===== src/design/bqn_pkg.sv =====
package bqn_pkg;

    // Fixed formats: Q2.30-style coefficients and Q24.8 delay words.
    localparam int COEF_W    = 32;
    localparam int DELAY_W   = 32;
    localparam int DELAY_FRAC = 8;
    localparam int PROD_W    = COEF_W + DELAY_W;
    // Room for three full products plus the rounding bias.
    localparam int ACC_W     = PROD_W + 3;

    localparam int CFG_IDX_W  = 3;
    localparam int CFG_DATA_W = 32;

    localparam logic [CFG_IDX_W-1:0] CFG_B0  = 3'd0;
    localparam logic [CFG_IDX_W-1:0] CFG_B1  = 3'd1;
    localparam logic [CFG_IDX_W-1:0] CFG_B2  = 3'd2;
    localparam logic [CFG_IDX_W-1:0] CFG_A1  = 3'd3;
    localparam logic [CFG_IDX_W-1:0] CFG_A2  = 3'd4;
    localparam logic [CFG_IDX_W-1:0] CFG_ON  = 3'd5;

    localparam logic [COEF_W-1:0] B0_RESET = 32'h4000_0000;

    typedef enum logic [2:0] {
        MUL_D1_A1 = 3'd0,
        MUL_D2_A2 = 3'd1,
        MUL_W_B0  = 3'd2,
        MUL_D1_B1 = 3'd3,
        MUL_D2_B2 = 3'd4
    } mul_sel_t;

    typedef enum logic [2:0] {
        ACC_HOLD    = 3'd0,
        ACC_BIAS_FB = 3'd1,
        ACC_BIAS_FF = 3'd2,
        ACC_ADD     = 3'd3,
        ACC_SUB     = 3'd4
    } acc_op_t;

    typedef struct packed {
        logic     accept;
        mul_sel_t mul_sel;
        acc_op_t  acc_op;
        logic     w_calc;
        logic     out_load;
    } cmd_t;

endpackage


===== src/design/bqn_ctrl.sv =====
module bqn_ctrl (
    input  logic          clk,
    input  logic          rst_n,
    input  logic          in_valid,
    output logic          in_stall,
    output logic          out_valid,
    input  logic          out_stall,
    input  logic          filter_on,
    output bqn_pkg::cmd_t cmd
);

    typedef enum logic [9:0] {
        ST_IDLE   = 10'b00_0000_0001,
        ST_FB_D1  = 10'b00_0000_0010,
        ST_FB_D2  = 10'b00_0000_0100,
        ST_FB_ACC = 10'b00_0000_1000,
        ST_W_CALC = 10'b00_0001_0000,
        ST_FF_W   = 10'b00_0010_0000,
        ST_FF_D1  = 10'b00_0100_0000,
        ST_FF_D2  = 10'b00_1000_0000,
        ST_FF_ACC = 10'b01_0000_0000,
        ST_DONE   = 10'b10_0000_0000
    } state_t;

    state_t state_reg, state_next;
    logic   out_valid_reg, out_valid_next;
    logic   out_free;
    logic   take;

    assign in_stall  = (state_reg != ST_IDLE);
    assign out_valid = out_valid_reg;
    assign out_free  = !out_valid_reg || !out_stall;
    assign take      = in_valid && (state_reg == ST_IDLE);

    always_comb
    begin
        state_next     = state_reg;
        out_valid_next = out_valid_reg && out_stall;
        cmd.accept     = 1'b0;
        cmd.mul_sel    = bqn_pkg::MUL_D1_A1;
        cmd.acc_op     = bqn_pkg::ACC_HOLD;
        cmd.w_calc     = 1'b0;
        cmd.out_load   = 1'b0;
        case (state_reg)
            ST_IDLE:
            begin
                if (take)
                begin
                    cmd.accept = 1'b1;
                    cmd.acc_op = bqn_pkg::ACC_BIAS_FB;
                    state_next = filter_on ? ST_FB_D1 : ST_DONE;
                end
            end
            ST_FB_D1:
            begin
                cmd.mul_sel = bqn_pkg::MUL_D1_A1;
                state_next  = ST_FB_D2;
            end
            ST_FB_D2:
            begin
                cmd.mul_sel = bqn_pkg::MUL_D2_A2;
                cmd.acc_op  = bqn_pkg::ACC_SUB;
                state_next  = ST_FB_ACC;
            end
            ST_FB_ACC:
            begin
                cmd.acc_op = bqn_pkg::ACC_SUB;
                state_next = ST_W_CALC;
            end
            ST_W_CALC:
            begin
                cmd.w_calc = 1'b1;
                cmd.acc_op = bqn_pkg::ACC_BIAS_FF;
                state_next = ST_FF_W;
            end
            ST_FF_W:
            begin
                cmd.mul_sel = bqn_pkg::MUL_W_B0;
                state_next  = ST_FF_D1;
            end
            ST_FF_D1:
            begin
                cmd.mul_sel = bqn_pkg::MUL_D1_B1;
                cmd.acc_op  = bqn_pkg::ACC_ADD;
                state_next  = ST_FF_D2;
            end
            ST_FF_D2:
            begin
                cmd.mul_sel = bqn_pkg::MUL_D2_B2;
                cmd.acc_op  = bqn_pkg::ACC_ADD;
                state_next  = ST_FF_ACC;
            end
            ST_FF_ACC:
            begin
                cmd.acc_op = bqn_pkg::ACC_ADD;
                state_next = ST_DONE;
            end
            ST_DONE:
            begin
                // Wait here until the output register can take the word.
                if (out_free)
                begin
                    cmd.out_load   = 1'b1;
                    out_valid_next = 1'b1;
                    state_next     = ST_IDLE;
                end
            end
            default:
            begin
                state_next = ST_IDLE;
            end
        endcase
    end

    always_ff @(posedge clk or negedge rst_n)
    begin
        if (!rst_n)
        begin
            state_reg     <= ST_IDLE;
            out_valid_reg <= 1'b0;
        end
        else
        begin
            state_reg     <= state_next;
            out_valid_reg <= out_valid_next;
        end
    end

endmodule


===== src/design/bqn_datapath.sv =====
module bqn_datapath #(
    parameter int SAMPLE_BITS    = 24,
    parameter int COEF_FRAC_BITS = 30
) (
    input  logic                                clk,
    input  logic                                rst_n,
    input  logic                                cfg_write,
    input  logic [bqn_pkg::CFG_IDX_W-1:0]       cfg_index,
    input  logic [bqn_pkg::CFG_DATA_W-1:0]      cfg_data,
    input  logic signed [SAMPLE_BITS-1:0]       sample_in,
    input  bqn_pkg::cmd_t                       cmd,
    output logic                                filter_on,
    output logic signed [SAMPLE_BITS-1:0]       sample_out,
    output logic                                clipped
);

    localparam int AW = bqn_pkg::ACC_W;
    localparam int DW = bqn_pkg::DELAY_W;
    localparam int CW = bqn_pkg::COEF_W;
    localparam int PW = bqn_pkg::PROD_W;

    localparam logic signed [AW-1:0] FB_BIAS = AW'(1) << (COEF_FRAC_BITS - 1);
    localparam logic signed [AW-1:0] FF_BIAS =
        AW'(1) << (COEF_FRAC_BITS + bqn_pkg::DELAY_FRAC - 1);
    localparam logic signed [AW-1:0] W_MAX = (AW'(1) << (DW - 1)) - AW'(1);
    localparam logic signed [AW-1:0] W_MIN = ~W_MAX;
    localparam logic signed [AW-1:0] Y_MAX = (AW'(1) << (SAMPLE_BITS - 1)) - AW'(1);
    localparam logic signed [AW-1:0] Y_MIN = ~Y_MAX;

    logic signed [CW-1:0]          b0_reg, b1_reg, b2_reg, a1_reg, a2_reg;
    logic                          on_reg;
    logic                          primed_reg;
    logic signed [DW-1:0]          d1_reg, d2_reg;
    logic signed [SAMPLE_BITS-1:0] x_reg;
    logic                          pass_reg;
    logic signed [DW-1:0]          w_reg;
    logic                          hit_reg;
    logic signed [PW-1:0]          prod_reg;
    logic signed [AW-1:0]          acc_reg;
    logic signed [SAMPLE_BITS-1:0] sample_out_reg;
    logic                          clipped_reg;

    logic signed [DW-1:0]          op_a;
    logic signed [CW-1:0]          op_b;
    logic signed [AW-1:0]          prod_wide;
    logic signed [AW-1:0]          w_full;
    logic signed [DW-1:0]          w_sat;
    logic                          w_hit;
    logic signed [AW-1:0]          y_full;
    logic signed [SAMPLE_BITS-1:0] y_sat;
    logic                          y_hit;

    assign filter_on  = on_reg;
    assign sample_out = sample_out_reg;
    assign clipped    = clipped_reg;

    // Configuration registers.
    always_ff @(posedge clk or negedge rst_n)
    begin
        if (!rst_n)
        begin
            b0_reg <= bqn_pkg::B0_RESET;
            b1_reg <= '0;
            b2_reg <= '0;
            a1_reg <= '0;
            a2_reg <= '0;
            on_reg <= 1'b0;
        end
        else if (cfg_write)
        begin
            case (cfg_index)
                bqn_pkg::CFG_B0: b0_reg <= cfg_data;
                bqn_pkg::CFG_B1: b1_reg <= cfg_data;
                bqn_pkg::CFG_B2: b2_reg <= cfg_data;
                bqn_pkg::CFG_A1: a1_reg <= cfg_data;
                bqn_pkg::CFG_A2: a2_reg <= cfg_data;
                bqn_pkg::CFG_ON: on_reg <= cfg_data[0];
                default: ;
            endcase
        end
    end

    // Shared multiplier operand select.
    always_comb
    begin
        op_a = d1_reg;
        op_b = a1_reg;
        case (cmd.mul_sel)
            bqn_pkg::MUL_D1_A1: begin op_a = d1_reg; op_b = a1_reg; end
            bqn_pkg::MUL_D2_A2: begin op_a = d2_reg; op_b = a2_reg; end
            bqn_pkg::MUL_W_B0:  begin op_a = w_reg;  op_b = b0_reg; end
            bqn_pkg::MUL_D1_B1: begin op_a = d1_reg; op_b = b1_reg; end
            bqn_pkg::MUL_D2_B2: begin op_a = d2_reg; op_b = b2_reg; end
            default: ;
        endcase
    end

    assign prod_wide = AW'(prod_reg);

    // New delay word: rounded feedback plus the scaled sample, saturated.
    always_comb
    begin
        w_full = (AW'(x_reg) <<< bqn_pkg::DELAY_FRAC) + (acc_reg >>> COEF_FRAC_BITS);
        w_hit  = 1'b0;
        w_sat  = w_full[DW-1:0];
        if (w_full > W_MAX)
        begin
            w_sat = W_MAX[DW-1:0];
            w_hit = 1'b1;
        end
        else if (w_full < W_MIN)
        begin
            w_sat = W_MIN[DW-1:0];
            w_hit = 1'b1;
        end
    end

    // Output sample: bias was preloaded, so only the shift and clamp remain.
    always_comb
    begin
        y_full = acc_reg >>> (COEF_FRAC_BITS + bqn_pkg::DELAY_FRAC);
        y_hit  = 1'b0;
        y_sat  = y_full[SAMPLE_BITS-1:0];
        if (y_full > Y_MAX)
        begin
            y_sat = Y_MAX[SAMPLE_BITS-1:0];
            y_hit = 1'b1;
        end
        else if (y_full < Y_MIN)
        begin
            y_sat = Y_MIN[SAMPLE_BITS-1:0];
            y_hit = 1'b1;
        end
    end

    // Filter state: delays and the armed flag.
    always_ff @(posedge clk or negedge rst_n)
    begin
        if (!rst_n)
        begin
            d1_reg     <= '0;
            d2_reg     <= '0;
            primed_reg <= 1'b0;
        end
        else if (cmd.accept)
        begin
            if (!on_reg)
            begin
                primed_reg <= 1'b0;
            end
            else if (!primed_reg)
            begin
                d1_reg     <= '0;
                d2_reg     <= '0;
                primed_reg <= 1'b1;
            end
        end
        else if (cmd.out_load && !pass_reg)
        begin
            d2_reg <= d1_reg;
            d1_reg <= w_reg;
        end
    end

    // Working registers.
    always_ff @(posedge clk)
    begin
        prod_reg <= op_a * op_b;
        if (cmd.accept)
        begin
            x_reg    <= sample_in;
            pass_reg <= !on_reg;
        end
        if (cmd.w_calc)
        begin
            w_reg   <= w_sat;
            hit_reg <= w_hit;
        end
        case (cmd.acc_op)
            bqn_pkg::ACC_BIAS_FB: acc_reg <= FB_BIAS;
            bqn_pkg::ACC_BIAS_FF: acc_reg <= FF_BIAS;
            bqn_pkg::ACC_ADD:     acc_reg <= acc_reg + prod_wide;
            bqn_pkg::ACC_SUB:     acc_reg <= acc_reg - prod_wide;
            default: ;
        endcase
        if (cmd.out_load)
        begin
            if (pass_reg)
            begin
                sample_out_reg <= x_reg;
                clipped_reg    <= 1'b0;
            end
            else
            begin
                sample_out_reg <= y_sat;
                clipped_reg    <= hit_reg | y_hit;
            end
        end
    end

endmodule


===== src/design/biquad_notch_filter.sv =====
// Channel   Handshake             Payload
// -------   -------------------   ---------------------------------
// input     in_valid / in_stall   sample_in
// output    out_valid / out_stall sample_out, clipped
// config    cfg_write             cfg_index, cfg_data (no handshake)
//
// A filtered word runs through the feedback, delay-word and feedforward steps
// (one shared 32x32 multiplier, five products, one per cycle); a pass-through
// word (filter off) goes straight to the final step. in_stall is high until
// the result moves to the output register, so no new word is taken while one
// is in flight; a stalled output holds the block in its final step.
// Reset restores the coefficients (b0 = 1.0), disarms and clears the delays.
module biquad_notch_filter #(
    parameter int SAMPLE_BITS    = 24,
    parameter int COEF_FRAC_BITS = 30
) (
    input  logic                               clk,
    input  logic                               rst_n,
    // Configuration writes, taken on any cycle with cfg_write high.
    input  logic                               cfg_write,
    input  logic [bqn_pkg::CFG_IDX_W-1:0]      cfg_index,
    input  logic [bqn_pkg::CFG_DATA_W-1:0]     cfg_data,
    // Input sample words.
    input  logic                               in_valid,
    output logic                               in_stall,
    input  logic signed [SAMPLE_BITS-1:0]      sample_in,
    // Result words.
    output logic                               out_valid,
    input  logic                               out_stall,
    output logic signed [SAMPLE_BITS-1:0]      sample_out,
    output logic                               clipped
);

    bqn_pkg::cmd_t cmd;
    logic          filter_on;

    // Sequence the multiply-accumulate steps and own the handshakes.
    bqn_ctrl u_ctrl (
        .clk       (clk),
        .rst_n     (rst_n),
        .in_valid  (in_valid),
        .in_stall  (in_stall),
        .out_valid (out_valid),
        .out_stall (out_stall),
        .filter_on (filter_on),
        .cmd       (cmd)
    );

    // Coefficients, delay line, multiplier, accumulator and output register.
    bqn_datapath #(
        .SAMPLE_BITS    (SAMPLE_BITS),
        .COEF_FRAC_BITS (COEF_FRAC_BITS)
    ) u_datapath (
        .clk        (clk),
        .rst_n      (rst_n),
        .cfg_write  (cfg_write),
        .cfg_index  (cfg_index),
        .cfg_data   (cfg_data),
        .sample_in  (sample_in),
        .cmd        (cmd),
        .filter_on  (filter_on),
        .sample_out (sample_out),
        .clipped    (clipped)
    );

endmodule


===== config.mk =====
export PLATFORM = sky130hd
export DESIGN_NAME = biquad_notch_filter
export DESIGN_NICKNAME = d
export VERILOG_FILES = /design/src/design/bqn_pkg.sv /design/src/design/bqn_ctrl.sv /design/src/design/bqn_datapath.sv /design/src/design/biquad_notch_filter.sv
export SDC_FILE = /design/constraint.sdc
export NUM_CORES = 2
export LEC_CHECK = 0
export BUFFER_PORTS_ARGS = -buffer_cell sky130_fd_sc_hd__buf_2
export CORE_ASPECT_RATIO = 0.7
export CORE_MARGIN = 2
export CORE_UTILIZATION = 70
export DETAILED_ROUTE_END_ITERATION = 12
export GPL_ROUTABILITY_DRIVEN = 0
export MAX_ROUTING_LAYER = met4
export PLACE_DENSITY = 0.84
export SLEW_MARGIN = 30
export SYNTH_ARGS = -nofsm -noshare
export SYNTH_HDL_FRONTEND = slang
export SYNTH_SLANG_ARGS = --single-unit

===== constraint.sdc =====
create_clock -name clk -period 30.1 [get_ports clk]
set_input_delay 6.02 -clock clk [delete_from_list [all_inputs] [get_ports clk]]
set_output_delay 6.02 -clock clk [all_outputs]
set_load 0.05 [all_outputs]

Word-level counts from Yosys, hierarchy flattened

Index checks and enable logic that the tools add are counted.

Add/subtract/negate cells: 3
$mul: 1
$lt $le $gt $ge: 4
Equality and inequality tests: 28
Multiplexer cells: 31
Bitwise gates (word level): 1
Reductions and logical operators: 22

Operator list:

| cell                   | number |
|---|---|
| $pmux W67 S4           | 1 |
| $mux W32               | 7 |
| $pmux W32 S4           | 1 |
| $pmux W10 S10          | 1 |
| $mux W24               | 3 |
| $add A67 B64 Y67       | 1 |
| $gt A67 B32 Y1 const B | 1 |
| $lt A67 B32 Y1 const B | 1 |
| $sub A67 B64 Y67       | 1 |
| $mul A32 B32 Y64       | 1 |
| $pmux W32 S2           | 1 |
| $add A32 B37 Y38       | 1 |
| $mux W10               | 3 |
| $gt A29 B24 Y1 const B | 1 |
| $lt A29 B24 Y1 const B | 1 |
| $pmux W3 S4            | 2 |
| $eq A3 B2 Y1 const B   | 6 |
| $reduce_and A2 Y1      | 7 |
| $eq A3 B3 Y1 const B   | 4 |
| $mux W1                | 12 |
| $eq A10 B1 Y1 const B  | 1 |
| $eq A10 B10 Y1 const B | 1 |
| $eq A10 B2 Y1 const B  | 1 |
| $eq A10 B3 Y1 const B  | 1 |
| 20 further kinds       | 30 |

Bits in registers: 451
Logic and storage cells: 109

Longest topological paths before layout

Depth after elaboration: 7
Mapped depth: 44
Depth with buffers taken out: 37

By module

From an unflattened synthesis, not the netlist that was laid out.

Cell total of the unflattened synthesis: 6,261
Area, all modules: 59,667.2 um^2

Modules (own cells, without submodules):

| module       | instances | cells each | area each (um^2) | seq. area each (um^2) |
|---|---|---|---|---|
| bqn_datapath | 1         | 6,190      | 59,005.3         | 11,442.2 |
| bqn_ctrl     | 1         | 71         | 661.9            | 276.5 |

Worst setup path before layout

No wires, ideal clock.

Kind: register to register
From: register u_ctrl.state_reg[8]
To: register u_datapath.prod_reg[59]
Library setup time: 0.133 ns
Arrival time: 9.993 ns
Required time: 29.967 ns
Path slack: 19.974 ns
Cell stages (with the launch flop): 39
Period minus slack after synthesis: 10.126 ns
Cells stage by stage: dfrtp_1 -> buf_6 -> or4_4 -> or3_1 -> or3_1 -> or3b_1 -> buf_4 -> clkinv_4 -> buf_12 -> buf_2 -> and2_1 -> a221o_1 -> buf_2 -> nand2_1 -> fa_1 -> inv_1 -> fa_1 -> fa_1 -> (+3 left out) -> fa_1 -> inv_1 -> fa_1 -> inv_1 -> fa_1 -> inv_1 -> fa_1 -> inv_1 -> ha_1 -> nand2_1 -> or3_1 -> o21ai_1 -> a21oi_1 -> o31ai_1 -> a311oi_1 -> or4_1 -> a211oi_1 -> a311oi_1

Cells in the longest elaborated chain, start to end: 6
Elaborated cells on any way between the ends: 13

Ends and longest elaborated chain:

| element                                             | RTL line            | text |
|---|---|---|
| from (decl)                                         | bqn_ctrl.sv:25      | `state_t state_reg, state_next;` |
| from (signal assigned)                              | bqn_ctrl.sv:124     | `state_reg <= state_next;` |
| $eq A10 B8 Y1, or another cell as far along         | bqn_ctrl.sv:44      | `case (state_reg)` |
| $pmux W3 S4 *                                       | bqn_ctrl.sv:44      |  |
| $eq A3 B1 Y1 / $eq A3 B3 Y1 (equally long branches) | bqn_datapath.sv:88  | `case (cmd.mul_sel)` |
| $reduce_or A2 Y1 (no source line)                   | --                  |  |
| $pmux W32 S2                                        | bqn_datapath.sv:88  |  |
| $mul A32 B32 Y64 *                                  | bqn_datapath.sv:168 | `prod_reg <= op_a * op_b;` |
| to (signal assigned)                                | bqn_datapath.sv:168 |  |
| to (decl)                                           | bqn_datapath.sv:38  | `logic signed [PW-1:0] prod_reg;` |

Mark *: on every way between the ends. The rest lies on a longest branch, timed or not.
A chain may end at the register's enable or synchronous reset.

Worst setup path in the final report

From: register u_ctrl.state_reg[7]
To: register u_datapath.prod_reg[59]

Same word-level chain as after synthesis.

==> parameters.txt <==
Parameter                              Value

Status
  Result of the run    complete, no violations

Layout
  Final Instance Count excl. Fillers    7358
  Number of flip-flops in the largest register    67
  Post-synthesis to final-layout area growth    4.18%
  Most common cell after layout, fill and taps aside    fa_1
  Fin util    0.741
  Final Net Count    7612
  Top library cells by usage in the layout, fill and taps aside    fa_1, inv_1, nand2_1, nor2_1, ha_1
  Fraction of layout cells with a size suffix above 1    0.0832
  Number of filler cells placed in the layout    5722

Critical path
  Most common cell on crit path    fa_1
  Critical Path Source Type    flop
  Largest stage delay on the critical path    900 ps
  Crit-path slowest cell    a221oi_4
  CP max FO    65
  Category of the critical setup timing path    reg -> reg
  Critical path endpoint category    flop
  Req. time, crit path    30560 ps
  Data arrival time at the worst-slack endpoint    13090 ps

Synthesis
  Synth Area in XOR/XNOR    0.0317
  Mapped Nets    7709
  Area share of fa/ha/maj cells after synthesis    0.418
  Number of instances in the synthesized netlist    6281
  Flip-flop and latch count after synthesis    about 450
  Share of synthesized area spent on multiplexers    0.0307
  Post-synth EDFFs    150
  Sequential area share after synthesis    0.194
  Share of async-settable or async-resettable flops after synthesis    0.525
  Post-Syn Area    between 60000 and 70000 µm²
  Post-Synthesis Mean Instance Area    9.60 µm²
  Largest family of logic cells by synthesized area    adder cells
  Fraction of the mapped netlist area in compound gates    0.104
  Area fraction in and, or, nand and nor cells after synthesis    0.129
  Yosys warning count    0
  Distinct cell type count of the synthesized netlist    around 90
  Most used flip-flop cell after synthesis    dfrtp_1

Clocking
  Clock Root Buffer    clkbuf_16
  Longest Clk Path Bufs    3
  Hold-fix buffers, CTS    0
  Postcts setup bufs    0
  Source-to-sink clock delay at the later pin of the worst-skew pair    600 ps
  TritonCTS clock tree    done
  Number of gates resized after CTS    0
  Clock tree sinks    451
  Clock transition at path regs    70 ps
  H-tree levels    2
  Total CTS buffers    41

STA
  Post-layout min period    12630 ps
  Post-route clock skew    between 20 and 30 ps
  Total count of max-transition violations in the final report    0
  Worst-margin pin slew    1090 ps
  Setup violations, final    0
  Slew headroom    0.275
  Unrepaired setup endpoints after global routing    false
  Final hold violation count    0
  Post-route clock period utilization    0.420
  Final total negative setup slack    0 ps
  Achievable Freq    0.0791 GHz

Die
  Number of cell rows    approximately 90
  Horiz. Die Dim    355 µm
  Starting Density    0.711
  Number of placed I/O pins    a little over 90
  Core outline area    84700 µm²
  Height of the die    250 µm
  DIE AREA    88500 µm²

Route
  Vias after detailed routing    46500
  Post-detailed-routing wire length    between 150 and 200 mm
  Wire per inst    ~23 µm
  Number of vias per cell    6.32
  Number of nets with antenna violations after routing    0
  Number of iterations in the first detailed-routing pass    9
  Drt first-iter violations    just under 6000
  DRC errors left    0

Placement
  Placed Instances    7269
  Count of port buffers added during placement    90
  Final HPWL DP    134 mm

Global routing
  Total routing usage reported by global routing    0.403
  Total congestion overflow after global routing    0
  Number of global-route vias before repair    48300
  Pin count of the biggest net entering global routing    116
  First-pass GRT wire length    269 mm
  Antenna violations before repair    3

Hold path
  Classification of the worst-slack hold path    reg -> reg

Job
  Max-capacitance violation count    0
-- final timing paths --
| check | slack (ps) | depth (start not counted) | startpoint | endpoint |
|---|---|---|---|---|
| setup / recovery | 17470 | 33 | u_ctrl.state_reg[7] | u_datapath.prod_reg[59] |
| hold / removal | 500 | 1 | u_datapath.a1_reg[29] | u_datapath.a1_reg[29] |
| setup reg to reg | 17470 | 33 | u_ctrl.state_reg[7] | u_datapath.prod_reg[59] |
| hold reg to reg | 500 | 1 | u_datapath.a1_reg[29] | u_datapath.a1_reg[29] |
| max in group asynchronous | 22420 | 3 | rst_n | u_datapath.d2_reg[30] |
| min in group asynchronous | 5440 | 1 | rst_n | u_datapath.a1_reg[13] |
-- worst max-delay path, delay by kind of cell, from the launching register on --
kind	cells	cell delay, ps
flops	1	440
buf+inv	8	1270
simple gates	9	3410
compound gates	7	2730
fa+ha+maj	9	4560
-- synthesized netlist by cell type (24+ instances only) --
cell	instances	area [µm²]
buf_2	137	686
xor2_1	98	858
a221oi_4	24	631
nand3_1	46	230
nor2_1	686	2570
nand2b_1	48	300
nand4_1	35	219
a21oi_1	188	941
edfxtp_1	150	4500
and2_1	63	394
a211oi_1	24	180
clkbuf_1	117	439
and3_1	26	163
xnor2_1	120	1050
fa_1	1084	21700
o21ai_0	249	1250
inv_1	1049	3940
mux2_2	160	1800
ha_1	280	3500
dfrtp_1	235	5880
nor3_1	30	150
nand2_1	782	2940
o21a_1	28	210
or3_1	26	163
a21o_1	95	713
buf_4	36	270
o21ai_1	32	160
dfxtp_1	64	1280
o21bai_1	35	263
a221o_1	33	330
o31ai_1	24	180
-- area by class of cell --
| cell class | count | area [µm²] | share of cell area |
|---|---|---|---|
| Inverter | 1050 | 3950 | 0.0628 |
| Clock inverter | 26 | 250 | 0.00398 |
| Multi-Input combinational cell | 4466 | 43200 | 0.688 |
| Timing Repair Buffer | 174 | 1150 | 0.0183 |
| Antenna cell | 4 | 10.0 | 0.000159 |
| Clock buffer | 50 | 1120 | 0.0179 |
| Tap cell | 1137 | 1420 | 0.0227 |
| Sequential cell | 451 | 11700 | 0.187 |
-- per-stage QoR --
stage          worst slack (ps)  hold slack, ps  area [µm²]
3_5_place_dp              17830             488       61300
2_1_floorplan             19970             447       60300
5_1_grt                   17020             510       62800
3_3_place_gp              18020             480       61200
6_report                  17470             503       62800
4_1_cts                   17730             503       62600
-- layer usage --
layer,global-route usage,up-vias,wire (µm)
met5,-,-,0
met4,0.132,0,6920
met3,0.150,549,25400
met2,0.570,3209,72300
met1,0.541,23100,63800
li1,-,19600,-
-- kinds of logic after synthesis --
logic type	after synthesis
simple gates	1825
buf+inv	1364
fa+ha+maj	1364
compound gates	894
flops	451
xor+xnor	218
mux	165
Power is not shown: default switching activity piles up to over one toggle a cycle in this logic, so the estimate is an artifact.
